$ cat config.mk
export PLATFORM = sky130hd
export DESIGN_NAME = bitmap_block_allocator
export DESIGN_NICKNAME = d
export VERILOG_FILES = /design/src/design/bba_pkg.sv /design/src/design/bba_ctrl.sv /design/src/design/bba_dpath.sv /design/src/design/bitmap_block_allocator.sv
export SDC_FILE = /design/constraint.sdc
export NUM_CORES = 2
export LEC_CHECK = 0
export ABC_AREA = 1
export BUFFER_PORTS_ARGS = -buffer_cell sky130_fd_sc_hd__clkbuf_2
export CAP_MARGIN = 20
export CORE_ASPECT_RATIO = 1.1
export CORE_MARGIN = 3
export CORE_UTILIZATION = 30
export CTS_BUF_LIST = sky130_fd_sc_hd__clkbuf_8 sky130_fd_sc_hd__clkbuf_16
export DETAILED_ROUTE_END_ITERATION = 10
export PLACE_DENSITY = 0.5
export SYNTH_ARGS = -nofsm -noshare
export SYNTH_HDL_FRONTEND = slang
export SYNTH_HIERARCHICAL = 1
export SYNTH_SLANG_ARGS = --single-unit
$ cat constraint.sdc
create_clock -name clk -period 12.2 [get_ports clk]
set_clock_uncertainty 0.05 [all_clocks]
set_input_delay 3.05 -clock clk [delete_from_list [all_inputs] [get_ports clk]]
set_output_delay 3.05 -clock clk [all_outputs]
set_load 0.1 [all_outputs]
$ cat src/design/bba_pkg.sv
// Shared types and constants for the bitmap block allocator.
`default_nettype none

package bba_pkg;

  // Operation codes
  localparam logic [1:0] OP_ALLOC     = 2'd0;
  localparam logic [1:0] OP_MARK_USED = 2'd1;
  localparam logic [1:0] OP_MARK_FREE = 2'd2;
  localparam logic [1:0] OP_QUERY     = 2'd3;

  // Configuration register indexes
  localparam int unsigned CFG_IDX_W = 1;
  localparam logic [CFG_IDX_W-1:0] REG_BLOCK_COUNT = 1'd0;
  localparam logic [CFG_IDX_W-1:0] REG_BASE_BLOCK  = 1'd1;

  // Field widths
  localparam int unsigned OP_W    = 2;
  localparam int unsigned IDX_W   = 10;
  localparam int unsigned COUNT_W = 11;
  localparam int unsigned BASE_W  = 16;
  localparam int unsigned BLK_W   = 17;
  localparam int unsigned CFG_W   = 16;

  // Bitmap word geometry
  localparam int unsigned WORD_W  = 32;
  localparam int unsigned BIT_W   = 5;

  // Controller to datapath commands
  typedef struct packed {
    logic clr_wr;     // clear one bitmap word, step the address
    logic load;       // capture an input beat
    logic scan_rd;    // read the next word of the allocation scan
    logic idx_rd;     // read the word that holds the requested index
    logic alloc_fin;  // finish an allocation from the word just read
    logic mark_fin;   // finish a mark or query from the word just read
    logic fail;       // finish with ok cleared and nothing changed
    logic out_load;   // move the result into the output register
  } cmd_t;

  // Datapath to controller status
  typedef struct packed {
    logic clr_last;   // clearing pass is at the last word
    logic in_range;   // captured index is below the block count
    logic words_zero; // block count is zero
    logic found;      // word under test holds a free block
    logic last_word;  // word under test is the last one in range
    logic out_free;   // output register can take a result this cycle
  } sts_t;

endpackage

`default_nettype wire

$ cat src/design/bba_ctrl.sv
// Sequencing state machine for the bitmap block allocator.
`default_nettype none

module bba_ctrl (
  input  wire logic         clk,
  input  wire logic         rst_n,
  input  wire logic         in_valid,
  input  wire logic [1:0]   in_op,
  output logic              in_ready,
  input  bba_pkg::sts_t     sts,
  output bba_pkg::cmd_t     cmd
);
  import bba_pkg::*;

  localparam logic [2:0] S_CLEAR = 3'd0;
  localparam logic [2:0] S_IDLE  = 3'd1;
  localparam logic [2:0] S_SCAN0 = 3'd2;
  localparam logic [2:0] S_SCAN  = 3'd3;
  localparam logic [2:0] S_RD    = 3'd4;
  localparam logic [2:0] S_MOD   = 3'd5;
  localparam logic [2:0] S_DONE  = 3'd6;

  logic [2:0] state_r;
  logic [2:0] state_nxt;

  assign in_ready = (state_r == S_IDLE);

  // Next state and command decode
  always_comb begin
    state_nxt = state_r;
    cmd       = '0;
    case (state_r)
      S_CLEAR: begin
        cmd.clr_wr = 1'b1;
        if (sts.clr_last) begin
          state_nxt = S_IDLE;
        end
      end
      S_IDLE: begin
        if (in_valid) begin
          cmd.load  = 1'b1;
          state_nxt = (in_op == OP_ALLOC) ? S_SCAN0 : S_RD;
        end
      end
      S_SCAN0: begin
        if (sts.words_zero) begin
          cmd.fail  = 1'b1;
          state_nxt = S_DONE;
        end else begin
          cmd.scan_rd = 1'b1;
          state_nxt   = S_SCAN;
        end
      end
      S_SCAN: begin
        if (sts.found || sts.last_word) begin
          cmd.alloc_fin = 1'b1;
          state_nxt     = S_DONE;
        end else begin
          cmd.scan_rd = 1'b1;
        end
      end
      S_RD: begin
        if (!sts.in_range) begin
          cmd.fail  = 1'b1;
          state_nxt = S_DONE;
        end else begin
          cmd.idx_rd = 1'b1;
          state_nxt  = S_MOD;
        end
      end
      S_MOD: begin
        cmd.mark_fin = 1'b1;
        state_nxt    = S_DONE;
      end
      S_DONE: begin
        if (sts.out_free) begin
          cmd.out_load = 1'b1;
          state_nxt    = S_IDLE;
        end
      end
      default: begin
        state_nxt = S_IDLE;
      end
    endcase
  end

  // State register; reset starts the clearing pass
  always_ff @(posedge clk) begin
    if (!rst_n) begin
      state_r <= S_CLEAR;
    end else begin
      state_r <= state_nxt;
    end
  end

endmodule

`default_nettype wire

$ cat src/design/bba_dpath.sv
// Bitmap memory, free counter, config registers and result registers.
`default_nettype none

module bba_dpath #(
  parameter int unsigned MAX_BLOCKS = 1024
) (
  input  wire logic                           clk,
  input  wire logic                           rst_n,
  input  wire logic [bba_pkg::OP_W-1:0]       in_op,
  input  wire logic [bba_pkg::IDX_W-1:0]      in_block_index,
  input  wire logic                           cfg_valid,
  input  wire logic [bba_pkg::CFG_IDX_W-1:0]  cfg_index,
  input  wire logic [bba_pkg::CFG_W-1:0]      cfg_data,
  output logic                                out_valid,
  input  wire logic                           out_ready,
  output logic                                out_ok,
  output logic [bba_pkg::BLK_W-1:0]           out_allocated_block,
  output logic [bba_pkg::COUNT_W-1:0]         out_free_blocks,
  input  bba_pkg::cmd_t                       cmd,
  output bba_pkg::sts_t                       sts
);
  import bba_pkg::*;

  localparam int unsigned WORDS = (MAX_BLOCKS + WORD_W - 1) / WORD_W;
  localparam int unsigned AW    = (WORDS > 1) ? $clog2(WORDS) : 1;
  localparam logic [16:0] MAX_EXT  = 17'(MAX_BLOCKS);
  localparam logic [COUNT_W-1:0] FREE_RST =
    (MAX_BLOCKS < 1024) ? COUNT_W'(MAX_BLOCKS) : COUNT_W'(1024);
  localparam logic [AW-1:0] LAST_ADDR = AW'(WORDS - 1);

  // Bitmap storage, one bit per block, 1 = used
  logic [WORD_W-1:0] mem [WORDS];
  logic [WORD_W-1:0] rdata_r;

  logic [OP_W-1:0]    op_r;
  logic [IDX_W-1:0]   idx_r;
  logic [AW-1:0]      addr_r;
  logic [AW-1:0]      eval_addr_r;
  logic [COUNT_W-1:0] blk_count_r;
  logic [BASE_W-1:0]  base_r;
  logic [COUNT_W-1:0] free_r;
  logic [COUNT_W-1:0] free_nxt;
  logic               res_ok_r;
  logic [BLK_W-1:0]   res_alloc_r;
  logic               out_valid_r;
  logic               out_ok_r;
  logic [BLK_W-1:0]   out_alloc_r;
  logic [COUNT_W-1:0] out_free_r;

  logic [COUNT_W-1:0] limit;
  logic [6:0]         nwords;
  logic [11:0]        limit_up;
  logic [16:0]        idx_wide;
  logic [AW-1:0]      idx_word;
  logic [WORD_W-1:0]  idx_bit;
  logic [16:0]        word_base;
  logic [16:0]        rem;
  logic [WORD_W-1:0]  valid_mask;
  logic [WORD_W-1:0]  free_vec;
  logic [BIT_W-1:0]   pos;
  logic               found;
  logic               dec;
  logic               inc;
  logic               we;
  logic [AW-1:0]      waddr;
  logic [WORD_W-1:0]  wdata;
  logic               re;
  logic [AW-1:0]      raddr;

  // Block count clamped to the bitmap size
  assign limit    = ({6'd0, blk_count_r} > MAX_EXT) ? MAX_EXT[COUNT_W-1:0] : blk_count_r;
  assign limit_up = {1'b0, limit} + 12'd31;
  assign nwords   = limit_up[11:5];

  // Word and bit of the captured index
  assign idx_wide = {7'd0, idx_r};
  assign idx_word = idx_wide[AW+4:5];
  assign idx_bit  = WORD_W'(1) << idx_r[BIT_W-1:0];

  // Free bits of the word under test, bits past the count masked off
  assign word_base  = 17'({eval_addr_r, 5'd0});
  assign rem        = {6'd0, limit} - word_base;
  assign valid_mask = (rem >= 17'd32) ? '1 : ((WORD_W'(1) << rem[4:0]) - WORD_W'(1));
  assign free_vec   = ~rdata_r & valid_mask;
  assign found      = |free_vec;

  // Lowest free bit
  always_comb begin
    pos = '0;
    for (int i = WORD_W - 1; i >= 0; i--) begin
      if (free_vec[i]) begin
        pos = BIT_W'(i);
      end
    end
  end

  // Status to the controller
  assign sts.clr_last   = (addr_r == LAST_ADDR);
  assign sts.in_range   = ({1'b0, idx_r} < limit);
  assign sts.words_zero = (limit == '0);
  assign sts.found      = found;
  assign sts.last_word  = ((17'(eval_addr_r) + 17'd1) >= 17'(nwords));
  assign sts.out_free   = !out_valid_r || out_ready;

  // Memory port control
  always_comb begin
    we    = 1'b0;
    waddr = addr_r;
    wdata = '0;
    if (cmd.clr_wr) begin
      we = 1'b1;
    end else if (cmd.alloc_fin && found) begin
      we    = 1'b1;
      waddr = eval_addr_r;
      wdata = rdata_r | (WORD_W'(1) << pos);
    end else if (cmd.mark_fin && (op_r == OP_MARK_USED)) begin
      we    = 1'b1;
      waddr = idx_word;
      wdata = rdata_r | idx_bit;
    end else if (cmd.mark_fin && (op_r == OP_MARK_FREE)) begin
      we    = 1'b1;
      waddr = idx_word;
      wdata = rdata_r & ~idx_bit;
    end
  end

  assign re    = cmd.scan_rd || cmd.idx_rd;
  assign raddr = cmd.idx_rd ? idx_word : addr_r;

  always_ff @(posedge clk) begin
    if (we) begin
      mem[waddr] <= wdata;
    end
    if (re) begin
      rdata_r <= mem[raddr];
    end
  end

  // Free count with saturation at zero and at the block count
  assign dec = (cmd.alloc_fin && found) || (cmd.mark_fin && (op_r == OP_MARK_USED));
  assign inc = cmd.mark_fin && (op_r == OP_MARK_FREE);

  always_comb begin
    free_nxt = free_r;
    if (dec && (free_r != '0)) begin
      free_nxt = free_r - COUNT_W'(1);
    end else if (inc && (free_r < limit)) begin
      free_nxt = free_r + COUNT_W'(1);
    end
  end

  // Control registers
  always_ff @(posedge clk) begin
    if (!rst_n) begin
      addr_r      <= '0;
      blk_count_r <= COUNT_W'(1024);
      base_r      <= '0;
      free_r      <= FREE_RST;
      out_valid_r <= 1'b0;
    end else begin
      if (cmd.load) begin
        addr_r <= '0;
      end else if (cmd.clr_wr || cmd.scan_rd) begin
        addr_r <= addr_r + AW'(1);
      end
      if (cfg_valid && (cfg_index == REG_BLOCK_COUNT)) begin
        blk_count_r <= cfg_data[COUNT_W-1:0];
      end
      if (cfg_valid && (cfg_index == REG_BASE_BLOCK)) begin
        base_r <= cfg_data;
      end
      free_r <= free_nxt;
      if (cmd.out_load) begin
        out_valid_r <= 1'b1;
      end else if (out_ready) begin
        out_valid_r <= 1'b0;
      end
    end
  end

  // Payload registers
  always_ff @(posedge clk) begin
    if (cmd.load) begin
      op_r  <= in_op;
      idx_r <= in_block_index;
    end
    if (cmd.scan_rd) begin
      eval_addr_r <= addr_r;
    end
    if (cmd.fail) begin
      res_ok_r    <= 1'b0;
      res_alloc_r <= '0;
    end else if (cmd.alloc_fin) begin
      res_ok_r    <= found;
      res_alloc_r <= found ? (17'(base_r) + 17'({eval_addr_r, pos})) : '0;
    end else if (cmd.mark_fin) begin
      res_ok_r    <= (op_r == OP_QUERY) ? ~|(rdata_r & idx_bit) : 1'b1;
      res_alloc_r <= '0;
    end
    if (cmd.out_load) begin
      out_ok_r    <= res_ok_r;
      out_alloc_r <= res_alloc_r;
      out_free_r  <= free_r;
    end
  end

  assign out_valid           = out_valid_r;
  assign out_ok              = out_ok_r;
  assign out_allocated_block = out_alloc_r;
  assign out_free_blocks     = out_free_r;

endmodule

`default_nettype wire

$ cat src/design/bitmap_block_allocator.sv
// Operation: a mark reads and then rewrites the word that holds the index, a query
//   only reads it; an index out of range fails with no read. Allocate scans from
//   word 0 to the first free block or the last word in range; count zero fails.
// Throughput: one item at a time; the next beat is taken the cycle after the result
//   enters the output register. Reset: synchronous; a clearing pass writes every
//   bitmap word, one a cycle, with in_ready low; config writes still taken.
`default_nettype none

module bitmap_block_allocator #(
  parameter int unsigned MAX_BLOCKS = 1024
) (
  input  wire logic                           clk,
  input  wire logic                           rst_n,
  input  wire logic                           in_valid,
  output logic                                in_ready,
  input  wire logic [bba_pkg::OP_W-1:0]       in_op,
  input  wire logic [bba_pkg::IDX_W-1:0]      in_block_index,
  output logic                                out_valid,
  input  wire logic                           out_ready,
  output logic                                out_ok,
  output logic [bba_pkg::BLK_W-1:0]           out_allocated_block,
  output logic [bba_pkg::COUNT_W-1:0]         out_free_blocks,
  input  wire logic                           cfg_valid,
  output logic                                cfg_ready,
  input  wire logic [bba_pkg::CFG_IDX_W-1:0]  cfg_index,
  input  wire logic [bba_pkg::CFG_W-1:0]      cfg_data
);
  import bba_pkg::*;

  cmd_t cmd;
  sts_t sts;

  // Config writes are always taken
  assign cfg_ready = 1'b1;

  bba_ctrl u_ctrl (
    .clk      (clk),
    .rst_n    (rst_n),
    .in_valid (in_valid),
    .in_op    (in_op),
    .in_ready (in_ready),
    .sts      (sts),
    .cmd      (cmd)
  );

  bba_dpath #(
    .MAX_BLOCKS (MAX_BLOCKS)
  ) u_dpath (
    .clk                 (clk),
    .rst_n               (rst_n),
    .in_op               (in_op),
    .in_block_index      (in_block_index),
    .cfg_valid           (cfg_valid),
    .cfg_index           (cfg_index),
    .cfg_data            (cfg_data),
    .out_valid           (out_valid),
    .out_ready           (out_ready),
    .out_ok              (out_ok),
    .out_allocated_block (out_allocated_block),
    .out_free_blocks     (out_free_blocks),
    .cmd                 (cmd),
    .sts                 (sts)
  );

endmodule

`default_nettype wire

# After elaboration in Yosys (flattened, before gate mapping)
# Memories as Yosys holds them, arrays and structs flattened. A register that Yosys moved wholly into a read port is not among the register bits.
# Cells that the tools add are included.
# W data, S select, Z words.
# classes
add_sub_neg	8
mul	0
div_mod_pow	0
n_lt_le_gt_ge	5
n_eq_ne	14
shift	3
mux	83
bitwise_logic	9
reduce_logical	25
# op_table
operator	n
$mux W5	37
$mux W32	5
$and A32 B32 Y32	3
$shl A1 B5 Y32 const A	3
$not A32 Y32	2
$or A32 B32 Y32	2
$reduce_or A32 Y1	2
$mux W17	3
$mux W11	3
$sub A32 B1 Y32 const B	1
$mux W1	25
$pmux W3 S7	1
$mux W3	6
$add A16 B10 Y17	1
$ge A17 B6 Y1 const B	1
$ge A17 B7 Y1	1
$add A11 B5 Y12 const B	1
$sub A11 B10 Y12	1
$add A11 B1 Y11 const B	1
$gt A11 B11 Y1 const B	1
$logic_not A11 Y1	1
$lt A10 B11 Y1	1
$lt A11 B11 Y1	1
$reduce_bool A11 Y1	1
other kinds (22)	43
# totals
ff_bits	111
latchBits	0
mem_bits_rw	1024
rom_bits	0
in_bits	34
output_inout_bits	32
memories	1
# memory_table
memory	words	width	rd	rd_clocked_by_memory_dff	write_ports	line	text
u_dpath.mem	32	32	1	1	1	bba_dpath.sv:32	logic [WORD_W-1:0] mem [WORDS];

# Logic depth before layout (Yosys ltp)
# depth
ltp_word	43
ltp_mapped	64
mapped_depth_nobuf	62

# Cells and area by module
# Netlist, hierarchy kept.
# by_module_without_submodules
module	n_inst	cells_each	area_per_inst_um2
bba_dpath	1	4089	49304.8
bba_ctrl	1	70	372.9
bitmap_block_allocator	1	2	11.3

# Worst setup path after synthesis
# No wires, ideal clock.
# synth_path
kind	input-to-reg
start	input port out_ready
end	register u_dpath.out_alloc_r[0] (netlist: u_dpath/out_allocated_block[0]) (enable)
setup_time_ns	0.491
arrival_time_ns	6.052
slack_ns	5.607
stages	4
path_buffers	0
path_cell_list	inv_1 -> nand2_1 -> inv_1 -> nor4_1
# synth_lines
item	line	text
start: declaration	bitmap_block_allocator.sv:19	input wire logic out_ready,
end signal: assignment	bba_dpath.sv:202	out_alloc_r <= res_alloc_r;
end: declaration	bba_dpath.sv:47	logic [BLK_W-1:0] out_alloc_r;

==> out/results.tsv <==
stage	metric	value	unit
power_and_ir_drop	peakVddDrop	0.1668	mV
route	vias	34370	
finish	drive_gt1_share	10.77	%
critical_path	rrSetupSlack	3190	ps
cts	worst_skew_pair.late_latency	750	ps
route	drc	0	
global_routing	antenna_found_initial	3	
critical_path	timing.rr.end	u_dpath/mem[4][3]	
die	core.rowCount	156	
sta	tns	0	ps
cts	cts_root_buffer	clkbuf_16	
critical_path	worstPathArrival	9330	ps
logic_synthesis	synth-compound-area-share	14.95	%
logic_synthesis	syn_nets	4252	
cts	clk_pin_slew	60	ps
global_routing	grt_overflow	0	
cts	cts_tree	yes	
die	die_h	432.8	µm
place	gp_congestion	0.9229	
critical_path	rr_worst_depth	29	
sta	slew_violations	0	
power_and_ir_drop	cellLeakagePower	20.31	nW
critical_path	worstPathRequired	12520	ps
logic_synthesis	synth_async_sr_flop_share	0	%
run	maxCapViolations	0	
global_routing	use_met2	29.82	%
power_and_ir_drop	power_density	192.8	mW/mm²
logic_synthesis	synth_cell_types	59	
global_routing	grt_max_degree	208	
die	ioPinCount	66	
hold_path	holdPathStages	0	
logic_synthesis	netlist_area	0.04969	mm²
sta	setup_ws	3189	ps
logic_synthesis	avgSynthCellArea	11.94	µm²
route	vias_per_cell	5.310	
hold_path	hp-start	u_dpath/res_alloc_r[16]	
global_routing	grt_pass1_vias	33030	
place	place_hpwl	87.64	mm
critical_path	cpPeakStageDelay	860	ps
global_routing	gr-max-usage-layer	met2	
logic_synthesis	synthSimpleGateAreaFrac	10.53	%
critical_path	path_class	register to register	
logic_synthesis	synth-xor-area-share	0.3349	%
logic_synthesis	muxShareOfSynthArea	0	%
sta	fmaxAchievable	111.0	MHz
global_routing	grt_pass1_wl	230.5	mm
logic_synthesis	synth_edf_count	1102	
cts	h-tree-depth	3	
sta	worst_pin_slew	1108	ps
sta	slew_headroom	26.16	%
critical_path	start_kind	register	
die	die_x	394.0	µm
cts	cts.path.max_buffers	3	
critical_path	cp-end-kind	register	
cts	ctsHoldBuffers	0	
logic_synthesis	synth_top_family_by_area	compound AO/OA/AOI/OAI gates	
sta	rsz0062_at_grt	false	
route	totalWireLength	157.8	mm
route	drt_pass1_iterations	6	
logic_synthesis	yosysWarnings	6	
finish	nNetsFinal	4262	
place	dp_slack	3302	ps
global_routing	gr-usage-met1	24.73	%
route	final_antenna_net_count	0	
finish	layout_common_cells	edfxtp_1 (1102), nor2_1 (686), o21ai_0 (594), nand2_1 (276), o221ai_1 (206)	
die	start_util	30.20	%
finish	diodes	0	
global_routing	met3_usage	2.656	%
place	postPlaceCellArea	0.05304	mm²
logic_synthesis	synthCells	4161	
place	io_buffers	64	
sta	fin_crit	9011	ps
critical_path	rr_startpoint	u_dpath/blk_count_r[4]	
cts	numCtsBuffers	116	
critical_path	path_delay_family	simple AND/OR/NAND/NOR gates	
logic_synthesis	yosys_register_bits	1167	
critical_path	cpMostUsedCell	nor2_1	
critical_path	path_max_fanout	58	
finish	fillCellCount	16230	
logic_synthesis	synthFlopType	edfxtp_1	
sta	finalHoldViolations	0	
cts	clock_sinks	1167	
cts	cts-resized-gates	0	
route	drtIter0Drc	3169	
logic_synthesis	ys_seq_area_share	69.22	%
die	core	0.1645	mm²
die	dieArea	0.1706	mm²
hold_path	hold_class	register to register	
sta	setup_viol	0	
logic_synthesis	synthAdderAreaFrac	1.481	%
hold_path	hold_end	u_dpath/out_allocated_block[16]	
route	post_drt_wl_per_cell	24.37	µm
critical_path	path_buf_inv	8	
sta	fin_crit_sh	73.86	%
cts	cts_setup_buffers	0	
finish	synthToLayoutAreaGrowth	14.08	%
global_routing	groute.usage.overall	18.04	%
finish	final_common_cell	edfxtp_1	
critical_path	crit_slowest_cell	nor2_4	
outcome	status	finished, final reports clean	
finish	fin_area	0.05669	mm²
[cells in the mapped netlist, types with 6 or more instances]
master / instances / share of area [%]
nand4_1: 43 / 0.54
o211a_1: 6 / 0.12
a21oi_1: 140 / 1.4
buf_1: 6 / 0.045
inv_2: 12 / 0.091
o21ai_0: 597 / 6.0
nand3_1: 138 / 1.4
nor3_1: 23 / 0.23
clkinv_1: 8 / 0.060
nand2_1: 277 / 2.1
o21ai_1: 7 / 0.070
a311oi_1: 6 / 0.11
o311ai_0: 7 / 0.12
or2_2: 12 / 0.15
clkbuf_1: 247 / 1.9
inv_1: 160 / 1.2
nor2_2: 9 / 0.11
edfxtp_1: 1102 / 67
ha_1: 54 / 1.4
dfxtp_1: 65 / 2.6
o221ai_1: 206 / 3.6
a31oi_1: 85 / 1.1
o211ai_1: 53 / 0.80
o22ai_1: 65 / 0.82
buf_2: 8 / 0.081
xor2_1: 14 / 0.25
a211oi_1: 11 / 0.17
nor2_1: 719 / 5.4
[worst register-to-register path: cells and delay by family (launching register included)]
family,cells,cell delay (ps)
compound gates,2,350
fa+ha+maj,1,210
buf+inv,8,2530
flops,1,670
simple gates,18,4770
[worst max path at each step]
| stage | startpoint | cells after the start | slack, ps | endpoint |
|---|---|---|---|---|
| after global routing | u_dpath/blk_count_r[4] | 29 | 2360 | u_dpath/mem[4][9] |
| after global placement | u_dpath/blk_count_r[4] | 31 | 3480 | u_dpath/mem[6][9] |
| after detailed placement | u_dpath/blk_count_r[4] | 34 | 3300 | u_dpath/mem[6][9] |
| after floorplan | out_ready | 4 | 5610 | u_dpath/out_allocated_block[0] |
| final | u_dpath/blk_count_r[4] | 29 | 3190 | u_dpath/mem[4][3] |
| after CTS | u_dpath/blk_count_r[4] | 34 | 3240 | u_dpath/mem[6][3] |
[cell type report]
cell class,count,area (µm²),area share (%)
well taps,2212,2768,4.882
clock buffers,118,2930,5.169
repair buffers,160,1151,2.031
inverters,180,696.9,1.229
flip-flops and latches,1167,34390,60.67
clock inverters,90,716.9,1.265
multi-input cells,2546,14030,24.75
[logic make-up (layout without fill, tap and decap cells)]
logic type,after synthesis,in the layout
compound gates,1216,1216
xor+xnor,19,19
fa+ha+maj,57,57
buf+inv,448,548
flops,1167,1167
other cells,1,1
simple gates,1253,1253
[where the power goes]
group / switching, mW / internal [mW]
sequential: 0.0669 / 4.65
combinational: 2.07 / 0.670
clock: 1.54 / 1.93
[flip-flops by register name, indices dropped and copies added (netlist names), 2 cells and up]
signal                       cells
u_dpath/mem                   1024
u_dpath/rdata_r                 32
u_dpath/out_allocated_block     17
u_dpath/res_alloc_r             17
u_dpath/base_r                  16
u_dpath/blk_count_r             11
u_dpath/free_r                  11
u_dpath/out_free_blocks         11
u_dpath/idx_r                   10
u_dpath/addr_r                   5
u_dpath/eval_addr_r              5
u_ctrl/state_r                   3
u_dpath/op_r                     2
[routing by layer]
layer  up-vias  share of wire, %
met5         -                 0
met4         0               2.5
met3       196               5.9
met2      1143                48
met1     17460                44
li1      15570                 -
[metrics by stage]
step | power, mW | utilization [%] | instances | hold WS (ps)
final | 10.93 | 34.45 | 6473 | 381.3
after global routing | 11.42 | 34.45 | 6473 | 396.3
after CTS | 11.04 | 34.45 | 6473 | 382.5
after detailed placement | 7.552 | 32.23 | 6265 | 367.3
after global placement | 7.544 | 32.21 | 6262 | 364.1
after floorplan | 6.406 | - | 4161 | 358.6
Note: power is estimated with default switching activity, not from simulation.
